`config.mk`:
```
export PLATFORM = sky130hd
export DESIGN_NAME = pd_kinematic_steering_control_top
export DESIGN_NICKNAME = d
export VERILOG_FILES = /design/src/sv/pdks_pkg.sv /design/src/sv/pd_kinematic_steering_control_top.sv /design/src/sv/pdks_ctrl.sv /design/src/sv/pdks_dpath.sv
export SDC_FILE = /design/constraint.sdc
export NUM_CORES = 2
export LEC_CHECK = 0
export BUFFER_PORTS_ARGS = -buffer_cell sky130_fd_sc_hd__buf_2
export CORE_ASPECT_RATIO = 1.4
export CORE_UTILIZATION = 65
export CTS_BUF_LIST = sky130_fd_sc_hd__clkbuf_8
export DETAILED_ROUTE_END_ITERATION = 8
export GPL_ROUTABILITY_DRIVEN = 0
export PLACE_DENSITY = 0.84
export SLEW_MARGIN = 20
export SYNTH_ARGS = -nofsm -noshare
export SYNTH_HDL_FRONTEND = slang
export SYNTH_SLANG_ARGS = --single-unit
```
`constraint.sdc`:
```
create_clock -name clk -period 10.6 [get_ports clk]
set_input_delay 1.06 -clock clk [delete_from_list [all_inputs] [get_ports clk]]
set_output_delay 1.06 -clock clk [all_outputs]
set_load 0.01 [all_outputs]
```
`src/sv/pdks_pkg.sv`:
```
// Shared types and constants of the PD kinematic steering controller.
package pdks_pkg;

	// Field widths
	localparam int unsigned ERR_W = 16;
	localparam int unsigned SPEED_W = 17;
	localparam int unsigned GAIN_W = 24;
	localparam int unsigned WBASE_W = 13;
	localparam int unsigned LIMIT_W = 14;
	localparam int unsigned RATE_W = 10;
	localparam int unsigned STEER_W = 15;
	localparam int unsigned CFG_IDX_W = 3;
	localparam int unsigned CFG_DATA_W = 24;

	// Multiplier operand width and quotient length of the final division
	localparam int unsigned MUL_W = 32;
	localparam int unsigned QUOT_W = 16;
	localparam int unsigned DIV_CNT_W = $clog2(QUOT_W);

	// round(2^40 * 18000 / (65536000 * pi)): Q16 rad to centidegrees, Q40
	localparam logic [26:0] RAD_TO_CDEG_K = 27'd96126367;
	localparam logic [SPEED_W-1:0] MIN_SPEED_MM_S = 17'd1000;
	localparam logic [QUOT_W-1:0] BIG_MAG = 16'd16384;
	localparam logic [63:0] PROD_LIMIT = 64'h4000_0000_0000_0000;

	typedef enum logic [CFG_IDX_W-1:0] {
		CFG_PROP_GAIN  = 3'd0,
		CFG_DERIV_GAIN = 3'd1,
		CFG_WHEELBASE  = 3'd2,
		CFG_MAX_STEER  = 3'd3,
		CFG_RATE       = 3'd4
	} cfg_idx_t;

	typedef enum logic [1:0] {
		LIM_NONE = 2'd0,
		LIM_MAX  = 2'd1,
		LIM_MIN  = 2'd2
	} lim_status_t;

	typedef struct packed {
		logic [GAIN_W-1:0]  prop_gain;
		logic [GAIN_W-1:0]  deriv_gain;
		logic [WBASE_W-1:0] wheelbase_mm;
		logic [LIMIT_W-1:0] max_steer_centideg;
		logic [RATE_W-1:0]  control_rate_hz;
	} cfg_regs_t;

	typedef enum logic [3:0] {
		ST_IDLE,
		ST_MUL_A,
		ST_MUL_B1,
		ST_MUL_B2,
		ST_SUM_Y,
		ST_ABS_Y,
		ST_MUL_P0,
		ST_MUL_P1,
		ST_SUM_P,
		ST_CHECK,
		ST_MUL_K0,
		ST_MUL_K1,
		ST_SUM_K,
		ST_DIV,
		ST_FINISH
	} ctrl_state_t;

	typedef enum logic [3:0] {
		OP_IDLE,
		OP_LOAD,
		OP_MUL_A,
		OP_MUL_B1,
		OP_MUL_B2,
		OP_SUM_Y,
		OP_ABS_Y,
		OP_MUL_P0,
		OP_MUL_P1,
		OP_SUM_P,
		OP_CHECK,
		OP_MUL_K0,
		OP_MUL_K1,
		OP_SUM_K,
		OP_DIV,
		OP_EMIT
	} dp_op_t;

	typedef struct packed {
		logic fresh;
		logic big;
		logic out_free;
	} dp_status_t;

endpackage

```
`src/sv/pd_kinematic_steering_control_top.sv`:
```
// Top level of the PD kinematic steering controller: config registers and channels.
//
//  channel   | dir | handshake             | payload
//  ----------+-----+-----------------------+------------------------------------------
//  s_axis    | in  | s_axis_tvalid/tready  | tdata: error_mm, speed; tuser: path_fresh
//  m_axis    | out | m_axis_tvalid/tready  | tdata: steering; tuser: limit_status
//  cfg       | in  | cfg_valid/cfg_ready   | cfg_index, cfg_data
//
// A fresh-path request runs through 12 steps on the shared 32x32 multiplier and
// accumulator, 16 steps of the bit-serial divider and one to emit, which waits while
// the output register is full. A stale-path request goes straight to the emit step;
// a saturated demand skips the conversion multiplies and the divider. One request is in
// work at a time; the output register holds a result while the next request is accepted.
// Reset clears the error ring and pointer and loads the register defaults.
module pd_kinematic_steering_control_top #(
	parameter int unsigned HISTORY_DEPTH = 4
) (
	input  logic        clk,
	input  logic        arst_n,
	input  logic        s_axis_tvalid,
	output logic        s_axis_tready,
	input  logic [39:0] s_axis_tdata,   // [15:0] lookahead_error_mm, [32:16] speed_mm_s
	input  logic        s_axis_tuser,   // [0] path_fresh
	output logic        m_axis_tvalid,
	input  logic        m_axis_tready,
	output logic [15:0] m_axis_tdata,   // [14:0] steering_centideg
	output logic [1:0]  m_axis_tuser,   // [1:0] limit_status
	input  logic        cfg_valid,
	output logic        cfg_ready,
	input  logic [pdks_pkg::CFG_IDX_W-1:0]  cfg_index,
	input  logic [pdks_pkg::CFG_DATA_W-1:0] cfg_data
);
	import pdks_pkg::*;

	cfg_regs_t  cfg_q;
	dp_op_t     op;
	dp_status_t st;
	logic signed [STEER_W-1:0] out_steer;
	lim_status_t out_status;

	assign cfg_ready = 1'b1;

	always_ff @(posedge clk or negedge arst_n) begin
		if (!arst_n) begin
			cfg_q.prop_gain <= 24'd65536;
			cfg_q.deriv_gain <= 24'd0;
			cfg_q.wheelbase_mm <= 13'd3000;
			cfg_q.max_steer_centideg <= 14'd1500;
			cfg_q.control_rate_hz <= 10'd20;
		end else if (cfg_valid) begin
			// unknown indexes are dropped
			unique case (cfg_index)
				CFG_PROP_GAIN:  cfg_q.prop_gain <= cfg_data[GAIN_W-1:0];
				CFG_DERIV_GAIN: cfg_q.deriv_gain <= cfg_data[GAIN_W-1:0];
				CFG_WHEELBASE:  cfg_q.wheelbase_mm <= cfg_data[WBASE_W-1:0];
				CFG_MAX_STEER:  cfg_q.max_steer_centideg <= cfg_data[LIMIT_W-1:0];
				CFG_RATE:       cfg_q.control_rate_hz <= cfg_data[RATE_W-1:0];
				default: begin
				end
			endcase
		end
	end

	pdks_ctrl u_ctrl (
		.clk      (clk),
		.arst_n   (arst_n),
		.in_valid (s_axis_tvalid),
		.in_ready (s_axis_tready),
		.st       (st),
		.op       (op)
	);

	pdks_dpath #(
		.HISTORY_DEPTH (HISTORY_DEPTH)
	) u_dpath (
		.clk        (clk),
		.arst_n     (arst_n),
		.op         (op),
		.st         (st),
		.cfg        (cfg_q),
		.in_fresh   (s_axis_tuser),
		.in_error   ($signed(s_axis_tdata[ERR_W-1:0])),
		.in_speed   (s_axis_tdata[ERR_W +: SPEED_W]),
		.out_valid  (m_axis_tvalid),
		.out_ready  (m_axis_tready),
		.out_steer  (out_steer),
		.out_status (out_status)
	);

	assign m_axis_tdata = {1'b0, out_steer};
	assign m_axis_tuser = out_status;

endmodule

```
`src/sv/pdks_ctrl.sv`:
```
// Datapath sequencer: one command per cycle unless the output is full.
module pdks_ctrl (
	input  logic                clk,
	input  logic                arst_n,
	input  logic                in_valid,
	output logic                in_ready,
	input  pdks_pkg::dp_status_t st,
	output pdks_pkg::dp_op_t     op
);
	import pdks_pkg::*;

	localparam logic [DIV_CNT_W-1:0] DIV_LAST = DIV_CNT_W'(QUOT_W - 1);

	ctrl_state_t state_q, state_d;
	logic [DIV_CNT_W-1:0] div_cnt_q;

	always_ff @(posedge clk or negedge arst_n) begin
		if (!arst_n) begin
			state_q <= ST_IDLE;
		end else begin
			state_q <= state_d;
		end
	end

	always_ff @(posedge clk or negedge arst_n) begin
		if (!arst_n) begin
			div_cnt_q <= '0;
		end else if (state_q == ST_DIV) begin
			div_cnt_q <= div_cnt_q + 1'b1;
		end else begin
			div_cnt_q <= '0;
		end
	end

	always_comb begin
		state_d = state_q;
		in_ready = 1'b0;
		op = OP_IDLE;
		unique case (state_q)
			ST_IDLE: begin
				in_ready = 1'b1;
				if (in_valid) begin
					op = OP_LOAD;
					state_d = ST_MUL_A;
				end
			end
			ST_MUL_A: begin
				// stale path: nothing to compute, result is zero
				if (st.fresh) begin
					op = OP_MUL_A;
					state_d = ST_MUL_B1;
				end else begin
					state_d = ST_FINISH;
				end
			end
			ST_MUL_B1: begin
				op = OP_MUL_B1;
				state_d = ST_MUL_B2;
			end
			ST_MUL_B2: begin
				op = OP_MUL_B2;
				state_d = ST_SUM_Y;
			end
			ST_SUM_Y: begin
				op = OP_SUM_Y;
				state_d = ST_ABS_Y;
			end
			ST_ABS_Y: begin
				op = OP_ABS_Y;
				state_d = ST_MUL_P0;
			end
			ST_MUL_P0: begin
				op = OP_MUL_P0;
				state_d = ST_MUL_P1;
			end
			ST_MUL_P1: begin
				op = OP_MUL_P1;
				state_d = ST_SUM_P;
			end
			ST_SUM_P: begin
				op = OP_SUM_P;
				state_d = ST_CHECK;
			end
			ST_CHECK: begin
				op = OP_CHECK;
				state_d = st.big ? ST_FINISH : ST_MUL_K0;
			end
			ST_MUL_K0: begin
				op = OP_MUL_K0;
				state_d = ST_MUL_K1;
			end
			ST_MUL_K1: begin
				op = OP_MUL_K1;
				state_d = ST_SUM_K;
			end
			ST_SUM_K: begin
				op = OP_SUM_K;
				state_d = ST_DIV;
			end
			ST_DIV: begin
				op = OP_DIV;
				if (div_cnt_q == DIV_LAST) begin
					state_d = ST_FINISH;
				end
			end
			ST_FINISH: begin
				// hold until the output register can take the result
				if (st.out_free) begin
					op = OP_EMIT;
					state_d = ST_IDLE;
				end
			end
			default: begin
				state_d = ST_IDLE;
			end
		endcase
	end

	a_accept_starts: assert property (@(posedge clk) disable iff (!arst_n)
		(state_q == ST_IDLE && in_valid) |=> (state_q == ST_MUL_A))
		else $error("accepted request did not start the sequence");

	a_div_cnt_idle: assert property (@(posedge clk) disable iff (!arst_n)
		(state_q != ST_DIV) |-> (div_cnt_q == '0))
		else $error("division counter running outside division");

	a_emit_free: assert property (@(posedge clk) disable iff (!arst_n)
		(op == OP_EMIT) |-> st.out_free)
		else $error("result emitted into a full output register");

endmodule

```
`src/sv/pdks_dpath.sv`:
```
// Datapath: error ring, shared 32x32 multiplier, accumulator, divider, output register.
module pdks_dpath #(
	parameter int unsigned HISTORY_DEPTH = 4
) (
	input  logic                                  clk,
	input  logic                                  arst_n,
	input  pdks_pkg::dp_op_t                      op,
	output pdks_pkg::dp_status_t                  st,
	input  pdks_pkg::cfg_regs_t                   cfg,
	input  logic                                  in_fresh,
	input  logic signed [pdks_pkg::ERR_W-1:0]     in_error,
	input  logic [pdks_pkg::SPEED_W-1:0]          in_speed,
	output logic                                  out_valid,
	input  logic                                  out_ready,
	output logic signed [pdks_pkg::STEER_W-1:0]   out_steer,
	output pdks_pkg::lim_status_t                 out_status
);
	import pdks_pkg::*;

	localparam int unsigned PTR_W = $clog2(HISTORY_DEPTH);
	localparam int unsigned EH_W = ERR_W + PTR_W;
	localparam int unsigned DEN_W = SPEED_W + PTR_W;
	localparam int unsigned DR_W = ERR_W + RATE_W;
	localparam int unsigned TA_W = GAIN_W + EH_W;
	localparam int unsigned TB_W = GAIN_W + DR_W;
	localparam int unsigned YM_W = ((TA_W > TB_W) ? TA_W : TB_W) + 1;
	localparam int unsigned YS_W = YM_W + 1;
	localparam logic [PTR_W-1:0] PTR_LAST = PTR_W'(HISTORY_DEPTH - 1);

	// ring and control state
	logic signed [ERR_W-1:0] hist_q [HISTORY_DEPTH];
	logic [PTR_W-1:0]        ptr_q;
	logic                    fresh_q;
	logic                    out_valid_q;

	// working registers of the current request
	logic signed [ERR_W-1:0]   e_q;
	logic signed [ERR_W:0]     dlt_q;
	logic [DEN_W-1:0]          den_q;
	logic [2*MUL_W-1:0]        prod_q;
	logic [2*MUL_W-1:0]        acc_q;
	logic signed [YS_W-1:0]    y_q;
	logic [YM_W-1:0]           ymag_q;
	logic                      yneg_q;
	logic                      big_q;
	logic [DEN_W-1:0]          rem_q;
	logic [QUOT_W-1:0]         num_q;
	logic [QUOT_W-1:0]         quot_q;
	logic signed [STEER_W-1:0] steer_q;
	lim_status_t               status_q;

	logic signed [ERR_W-1:0] evicted;
	logic [ERR_W-1:0]        e_mag;
	logic [EH_W-1:0]         e_scaled;
	logic [ERR_W:0]          dlt_abs;
	logic [SPEED_W-1:0]      speed_sel;
	logic [MUL_W-1:0]        mul_a, mul_b;
	logic [2*MUL_W-1:0]      product;
	logic signed [YS_W-1:0]  ta_ext, tb_ext, y_abs;
	logic                    big_cond;
	logic [2*MUL_W-1:0]      nsum;
	logic [DEN_W:0]          rem_sh, rem_diff;
	logic                    rem_geq;
	logic [QUOT_W-1:0]       mag;
	logic [STEER_W-1:0]      lim15;
	logic signed [STEER_W-1:0] res_steer;
	lim_status_t             res_status;

	assign evicted = hist_q[ptr_q];
	assign e_mag = e_q[ERR_W-1] ? ERR_W'(-e_q) : ERR_W'(e_q);
	assign e_scaled = EH_W'(e_mag) * EH_W'(HISTORY_DEPTH);
	assign dlt_abs = dlt_q[ERR_W] ? (ERR_W+1)'(-dlt_q) : (ERR_W+1)'(dlt_q);
	assign speed_sel = (in_speed > MIN_SPEED_MM_S) ? in_speed : MIN_SPEED_MM_S;

	// operand select of the shared multiplier
	always_comb begin
		mul_a = '0;
		mul_b = '0;
		unique case (op)
			OP_MUL_A: begin
				mul_a = MUL_W'(cfg.prop_gain);
				mul_b = MUL_W'(e_scaled);
			end
			OP_MUL_B1: begin
				mul_a = MUL_W'(dlt_abs[ERR_W-1:0]);
				mul_b = MUL_W'(cfg.control_rate_hz);
			end
			OP_MUL_B2: begin
				mul_a = MUL_W'(cfg.deriv_gain);
				mul_b = MUL_W'(prod_q[DR_W-1:0]);
			end
			OP_MUL_P0: begin
				mul_a = ymag_q[MUL_W-1:0];
				mul_b = MUL_W'(cfg.wheelbase_mm);
			end
			OP_MUL_P1: begin
				mul_a = MUL_W'(ymag_q[YM_W-1:MUL_W]);
				mul_b = MUL_W'(cfg.wheelbase_mm);
			end
			OP_MUL_K0: begin
				mul_a = acc_q[MUL_W-1:0];
				mul_b = MUL_W'(RAD_TO_CDEG_K);
			end
			OP_MUL_K1: begin
				mul_a = MUL_W'(acc_q[2*MUL_W-2:MUL_W]);
				mul_b = MUL_W'(RAD_TO_CDEG_K);
			end
			default: begin
				mul_a = '0;
				mul_b = '0;
			end
		endcase
	end

	assign product = (2*MUL_W)'(mul_a) * (2*MUL_W)'(mul_b);

	assign ta_ext = $signed(YS_W'(prod_q[TA_W-1:0]));
	assign tb_ext = $signed(YS_W'(prod_q[TB_W-1:0]));
	assign y_abs = y_q[YS_W-1] ? -y_q : y_q;

	// demand too large: product above 2^62 or integer quotient at least 2^28
	assign big_cond = (acc_q > PROD_LIMIT) || (acc_q >= ((2*MUL_W)'(den_q) << 28));

	// floor((P*K + 2^39*D) / 2^32) from the two partial products
	assign nsum = prod_q + (2*MUL_W)'(acc_q[2*MUL_W-1:MUL_W]);

	assign rem_sh = {rem_q, num_q[QUOT_W-1]};
	assign rem_geq = rem_sh >= (DEN_W+1)'(den_q);
	assign rem_diff = rem_sh - (DEN_W+1)'(den_q);

	// clamp and sign of the command
	assign mag = big_q ? BIG_MAG : quot_q;
	assign lim15 = STEER_W'(cfg.max_steer_centideg);
	always_comb begin
		res_steer = '0;
		res_status = LIM_NONE;
		if (fresh_q) begin
			if (mag > QUOT_W'(cfg.max_steer_centideg)) begin
				res_steer = yneg_q ? $signed(-lim15) : $signed(lim15);
				res_status = yneg_q ? LIM_MIN : LIM_MAX;
			end else begin
				res_steer = yneg_q ? $signed(-mag[STEER_W-1:0]) : $signed(mag[STEER_W-1:0]);
			end
		end
	end

	always_ff @(posedge clk or negedge arst_n) begin
		if (!arst_n) begin
			for (int i = 0; i < HISTORY_DEPTH; i++) begin
				hist_q[i] <= '0;
			end
			ptr_q <= '0;
			fresh_q <= 1'b0;
			out_valid_q <= 1'b0;
		end else begin
			if (op == OP_LOAD) begin
				fresh_q <= in_fresh;
				if (in_fresh) begin
					hist_q[ptr_q] <= in_error;
					ptr_q <= (ptr_q == PTR_LAST) ? '0 : ptr_q + 1'b1;
				end else begin
					// stale path: drop the history, keep the pointer
					for (int i = 0; i < HISTORY_DEPTH; i++) begin
						hist_q[i] <= '0;
					end
				end
			end
			if (op == OP_EMIT) begin
				out_valid_q <= 1'b1;
			end else if (out_ready) begin
				out_valid_q <= 1'b0;
			end
		end
	end

	always_ff @(posedge clk) begin
		unique case (op)
			OP_LOAD: begin
				e_q <= in_error;
				dlt_q <= $signed({in_error[ERR_W-1], in_error}) -
					$signed({evicted[ERR_W-1], evicted});
				den_q <= DEN_W'(speed_sel) * DEN_W'(HISTORY_DEPTH);
				big_q <= 1'b0;
				yneg_q <= 1'b0;
			end
			OP_MUL_A, OP_MUL_B2, OP_MUL_P0, OP_MUL_K0: begin
				prod_q <= product;
			end
			OP_MUL_B1: begin
				prod_q <= product;
				y_q <= e_q[ERR_W-1] ? -ta_ext : ta_ext;
			end
			OP_SUM_Y: begin
				y_q <= y_q + (dlt_q[ERR_W] ? -tb_ext : tb_ext);
			end
			OP_ABS_Y: begin
				ymag_q <= y_abs[YM_W-1:0];
				yneg_q <= y_q[YS_W-1];
			end
			OP_MUL_P1: begin
				prod_q <= product;
				acc_q <= prod_q;
			end
			OP_SUM_P: begin
				acc_q <= acc_q + {prod_q[MUL_W-1:0], {MUL_W{1'b0}}};
			end
			OP_CHECK: begin
				big_q <= big_cond;
			end
			OP_MUL_K1: begin
				prod_q <= product;
				acc_q <= prod_q + ((2*MUL_W)'(den_q) << 39);
			end
			OP_SUM_K: begin
				rem_q <= nsum[8+QUOT_W +: DEN_W];
				num_q <= nsum[8 +: QUOT_W];
				quot_q <= '0;
			end
			OP_DIV: begin
				rem_q <= rem_geq ? rem_diff[DEN_W-1:0] : rem_sh[DEN_W-1:0];
				num_q <= {num_q[QUOT_W-2:0], 1'b0};
				quot_q <= {quot_q[QUOT_W-2:0], rem_geq};
			end
			OP_EMIT: begin
				steer_q <= res_steer;
				status_q <= res_status;
			end
			default: begin
			end
		endcase
	end

	assign st.fresh = fresh_q;
	assign st.big = big_cond;
	assign st.out_free = !out_valid_q || out_ready;

	assign out_valid = out_valid_q;
	assign out_steer = steer_q;
	assign out_status = status_q;

	a_ptr_range: assert property (@(posedge clk) disable iff (!arst_n)
		ptr_q <= PTR_LAST)
		else $error("history pointer beyond ring depth");

	a_stale_zero: assert property (@(posedge clk) disable iff (!arst_n)
		(op == OP_EMIT && !fresh_q) |=> (steer_q == '0 && status_q == LIM_NONE))
		else $error("stale path produced a nonzero command");

endmodule
```
### Word-level counts from Yosys, hierarchy flattened

Index checks and enable logic that the tools add are counted.

* $add $sub $neg: 15
* multipliers: 1
* $lt $le $gt $ge: 7
* equal/unequal tests: 38
* mux-type cells: 42
* bitwise operators: 1
* reductions and logical operators: 23

Operator list (number)
* 32-bit one-hot mux with 7 select lines: 1
* 64-bit one-hot mux with 3 select lines: 1
* 27-bit one-hot mux with 5 select lines: 1
* 4-bit one-hot mux with 15 select lines: 2
* 52-bit two-way mux: 2
* 52-bit one-hot mux with 2 select lines: 1
* 16-bit two-way mux: 6
* 64-bit adder: 1
* 64-bit bitwise mux: 1
* 4-bit equality test, second input constant: 16
* 64-bit by 47-bit greater-or-equal comparator with 1-bit output: 1
* 64-bit by 63-bit > comparator with 1-bit output, second input constant: 1
* 64-bit two-way mux: 1
* 16-bit one-hot mux with 2 select lines: 2
* 59-bit by 58-bit adder with 60-bit output: 1
* 32-bit by 27-bit multiplier with 59-bit output: 1
* 52-bit adder: 1
* 42-bit negator with 52-bit output: 1
* 50-bit negator with 52-bit output: 1
* 51-bit two-way mux: 1
* 51-bit negator: 1
* 15-bit two-way mux: 3
* 43-bit by 32-bit adder with 43-bit output: 1
* 19-bit one-hot mux with 2 select lines: 1
* 40 further kinds: 78

* register bits after elaboration: 507
* input port bits: 73
* output and inout port bits: 21
* logic and storage cells: 155

### Logic depth before layout (Yosys ltp)

* depth in word-level cells: 8
* depth in mapped cells: 37
* depth with buffers taken out: 34

### Cells and area by module

From an unflattened synthesis, not the netlist that was laid out.

* cells, all modules: 6362
* area, all modules: 59916.2 µm²

Modules (own cells, without submodules)
* pdks_dpath: times used 1, cells an instance 6114, area an instance 56143.8 µm², seq. area each 12181.7 µm²
* pd_kinematic_steering_control_top: times used 1, cells an instance 187, area an instance 3256.9 µm², seq. area each 2148.3 µm²
* pdks_ctrl: times used 1, cells an instance 61, area an instance 515.5 µm², seq. area each 200.2 µm²

### Worst setup path before layout

OpenSTA, ideal clock, no wires.

* kind: reg-to-reg
* start point: register u_ctrl.state_q[2]
* end point: register u_dpath.prod_q[50], data pin
* setup time: 259 ps
* arrival time: 9029 ps
* required time: 10341 ps
* path slack: 1313 ps
* cell stages (with the launch flop): 33
* buffers on the path: 3
* clock period less this slack: 9287 ps
* cell sequence: dfrtp_1 -> clkbuf_1 -> nand2b_1 -> clkbuf_1 -> nor2_1 -> clkbuf_1 -> a22o_1 -> a221o_1 -> a2111oi_0 -> nor2_1 -> fa_1 -> inv_1 -> fa_1 -> inv_1 -> fa_1 -> fa_1 -> fa_1 -> fa_1 -> inv_1 -> fa_1 -> inv_1 -> ha_1 -> and2_1 -> a31oi_1 -> a21oi_1 -> a221o_1 -> a21oi_1 -> o21ai_0 -> a21o_1 -> a211oi_1 -> o21ai_0 -> a31oi_1 -> xnor2_1

* word-level cells in the longest chain between the ends: 6
* elaborated cells between the ends (all ways): 28
* classes of those cells: mul: 1; eq/ne: 21; mux: 3; reduce/logical: 3

Ends and longest elaborated chain
* start: declaration: RTL line pdks_ctrl.sv:14 `ctrl_state_t state_q, state_d;`
* start signal: assignment: RTL line pdks_ctrl.sv:21 `state_q <= state_d;`
* 4-bit equality test (tied with other cells): RTL line pdks_ctrl.sv:39 `unique case (state_q)`
* 4-bit one-hot mux with 15 select lines *: RTL line pdks_ctrl.sv:39
* 4-bit equality test or 4-bit by 3-bit equality test with 1-bit output (tied branches): RTL line pdks_dpath.sv:79 `unique case (op)`
* 2-bit OR reduction (no source line)
* 27-bit one-hot mux with 5 select lines: RTL line pdks_dpath.sv:79
* 32-bit by 27-bit multiplier with 59-bit output *: RTL line pdks_dpath.sv:115 `assign product = (2*MUL_W)'(mul_a) * (2*MUL_W)'(mul_b);`
* via u_dpath.product[50]: RTL line pdks_dpath.sv:58 `logic [2*MUL_W-1:0] product;`
* end signal: assignment: RTL line pdks_dpath.sv:187 `prod_q <= product;`
* end signal: assignment: RTL line pdks_dpath.sv:190 `prod_q <= product;`
* end signal: assignment: RTL line pdks_dpath.sv:201 `prod_q <= product;`
* end: declaration: RTL line pdks_dpath.sv:40 `logic [2*MUL_W-1:0] prod_q;`

Mark *: on every way through the listed nets, which the timed path passes. The rest lies on a longest branch.
A chain may end at the register's enable or synchronous reset.

### Final worst setup path

* start point: register u_ctrl.state_q[3]
* end point: register u_dpath.prod_q[51], data pin

The elaborated chain is that of the path after synthesis.

==> impl_metrics.ini <==
[clocking]
cts.sinks = 507
cts_buffer_depth = 3
clk_pin_slew_ns = 0.07
cts_tree = yes
clockRootBuffer = clkbuf_8
cts_max_level = 3
cts.hold.buffers_added = 0
cts-buffers-inserted = 80
clock_latency_ns = 0.73

[logic_synthesis]
synth_top_family_by_area = adder cells
synth_top_area_share_pct = 25.5
syn_inst = 6362
yosysTopAreaCell = fa_1
synth_xor_area_share_pct = 5.22
synthMuxAreaShare_pct = 2.42
ys_seq_area_share_pct = 24.4
synth_area_leaders = fa_1, edfxtp_1, ha_1
synth_area_per_cell_sq_um = 9.30
synth-simple-area-share_pct = 13.2
synthArstFlopShare_pct = 31.8
synthFlopType = edfxtp_1
synthAdderAreaFrac_pct = 33.4
synth_area_sq_um = 59200
synth_compound_area_share_pct = 12.2
synth_common_cells = inv_1, nand2_1, fa_1
yosys_register_bits = 507
yosysWarnings = 0
post-synth-top-count-cell = inv_1
synth_cell_types = 85
synth_edf_count = 346

[worst_setup_path]
r2r_start = u_ctrl.state_q[3]
crit_fanout = 17
worstSetupEndpointType = flip-flop
critPathRequiredTime_ns = 11.05
max_stage_delay_ns = 0.64
cp.buffers_inverters = 6
r2r_cells = 30
crit_start = u_ctrl.state_q[3]
cp_top_family = compound AO/OA/AOI/OAI gates
worstSetupPathType = reg -> reg
critPathArrivalTime_ns = 10.84
path_depth = 30
critPathMostFrequentCell = fa_1
start_kind = flip-flop
cp_slowest_cell = dfrtp_1

[timing]
drv_slew = 0
fin_ws_ns = 0.203
finalHoldViolCount = 0
finClkSkew_ns = 0.0402
timing.slew.headroom_pct = 27.5
fmax_mhz = 96.2
fin_crit_ns = 10.40
tightest_slew_ns = 1.09
fin_crit_sh_pct = 98.1
rsz0062_at_grt = no
tns_ns = 0
setup_viol = 0

[hold_path]
hp-class = in -> async

[pwr]
power.internal_w = 0.00995
power_frac_comb_pct = 71.0
switchingPower_w = 0.0117
vdd_ir_drop_max_v = 0.000280
clockPowerShare_pct = 8.6
cellLeakagePower_nw = 29.5
seq_power_share_pct = 20.5
power_density_nw_per_um2 = 344
netSwitchingFraction_pct = 54.1

[detailed_routing]
drt_iter0_markers = 5419
viasPerCell = 6.41
postRouteAntennaNets = 0
vias = 49064
drt_wl_total_mm = 184
wl_per_cell_um = 24.1
dr.pass1.iters = 8
drc = 0

[floorplan]
die_y_um = 359
die_width_um = 257
ios = 94
std_cell_rows = 130
start_util_pct = 65.8
die_area_sq_um = 92300
design.core.area_sq_um = 89900

[placed_design]
port_buffers = 84
dpl_worst_slack_ns = 0.517
dp.final_hpwl_mm = 143

[final_layout]
fill_cells = 6381
layout-drive-gt1-share_pct = 8.34
seq_area_sq_um = 14400
synthToLayoutAreaGrowth_pct = 6.69
fin_nets = 7593
multi_input_area_sq_um = 39800

[global_routing]
grt_pass1_vias = 50711
antenna_found_initial = 12
grt-ovfl-total = 0
grt_max_degree = 85
grt_usage_pct = 40.8
grt_first_pass_wirelength_mm = 285

[outcome]
status = completed

[run]
maxCapViolations = 0
[registers in the layout, indices dropped and copies added (netlist names), 15 cells and up]
| register | flops |
|---|---|
| u_dpath.y_q | 52 |
| u_dpath.hist_q | 64 |
| u_dpath.quot_q | 16 |
| u_dpath.rem_q | 19 |
| u_dpath.acc_q | 64 |
| u_dpath.den_q | 17 |
| u_dpath.e_q | 16 |
| u_dpath.out_steer | 15 |
| u_dpath.num_q | 16 |
| u_dpath.dlt_q | 17 |
| u_dpath.ymag_q | 51 |
| u_dpath.prod_q | 59 |
| cfg_q | 85 |
[power by group through the flow]
stage / logic (W) / clock network, W / registers (W)
4_1_cts: 0.0149 / 0.00186 / 0.00432
3_5_place_dp: 0.0147 / 0 / 0.00434
5_1_grt: 0.0168 / 0.00194 / 0.00442
2_1_floorplan: 0.0106 / 0 / 0.00375
3_3_place_gp: 0.0143 / 0 / 0.00432
6_report: 0.0154 / 0.00186 / 0.00444
[cell usage in the layout (no fill, tap or decap), drive strengths merged, types with 44 or more instances in the layout]
master,instances
a21o,102
a21oi,214
a22o,80
a22oi,80
and2,108
buf,221
clkbuf,93
dfrtp,144
edfxtp,346
fa,754
ha,373
inv,1135
mux2,88
nand2,812
nand2b,58
nand3,64
nor2,416
nor2b,47
nor3,57
o21ai,265
or3,44
xnor2,235
xor2,118
[timing repair]
item | 4_1_cts | 5_1_grt
endpoints found under the hold margin | 0 | 0
setup endpoints to repair | 0 | 4
setup buffers | 0 | 0
gates resized for setup | 0 | 4
[cell families (layout without fill, tap and decap cells)]
logic type                 count (synthesis)  in the layout
and+or+nand+nor                         1752           1752
buffers and inverters                   1425           1484
adders and majority gates               1127           1127
AOI/OAI and AO/OA                       1085           1085
DFF                                      507            507
xor gates and xnor gates                 353            353
muxes                                    111            111
other                                      2             49
[per-layer routing]
metal	vias to the layer above	wire [um]	global-route usage, %	part of all wire, %
met3	1125	23000	12.0	12
li1	20765	-	-	-
met5	-	114	0	0.062
met4	18	18700	32.9	10
met2	3351	83200	63.7	45
met1	23805	59200	46.8	32
[final timing paths]
path | end | slack, ns
max in group asynchronous | cfg_q[52] | 8.67
min | u_dpath.hist_q[19] | 0.41
max | u_dpath.prod_q[51] | 0.20
min reg2reg | u_ctrl.div_cnt_q[0] | 0.46
max reg2reg | u_dpath.prod_q[51] | 0.20
min in group clk | u_ctrl.div_cnt_q[0] | 0.46
[stage by stage]
stage	hold WS [ns]	total power (W)	std cells	util [%]	area [sq um]
4_1_cts	0.411	0.0211	7648	70.1	63100
2_1_floorplan	0.433	0.0144	6402	-	59300
6_report	0.408	0.0217	7656	70.2	63100
3_5_place_dp	0.454	0.0191	7498	68.2	61300
5_1_grt	0.464	0.0231	7650	70.2	63100
3_3_place_gp	0.448	0.0186	7498	68.1	61300
[final cells by class]
type / count / area share (%)
Inverter: 1113 / 6.62
Multi-Input combinational cell: 4470 / 63.0
Tap cell: 1188 / 2.35
Sequential cell: 507 / 22.9
Timing Repair Buffer: 221 / 2.32
Clock inverter: 57 / 0.785
Clock buffer: 93 / 2.03
Antenna cell: 7 / 0.0277
Note: power is estimated with default switching activity, not from simulation.
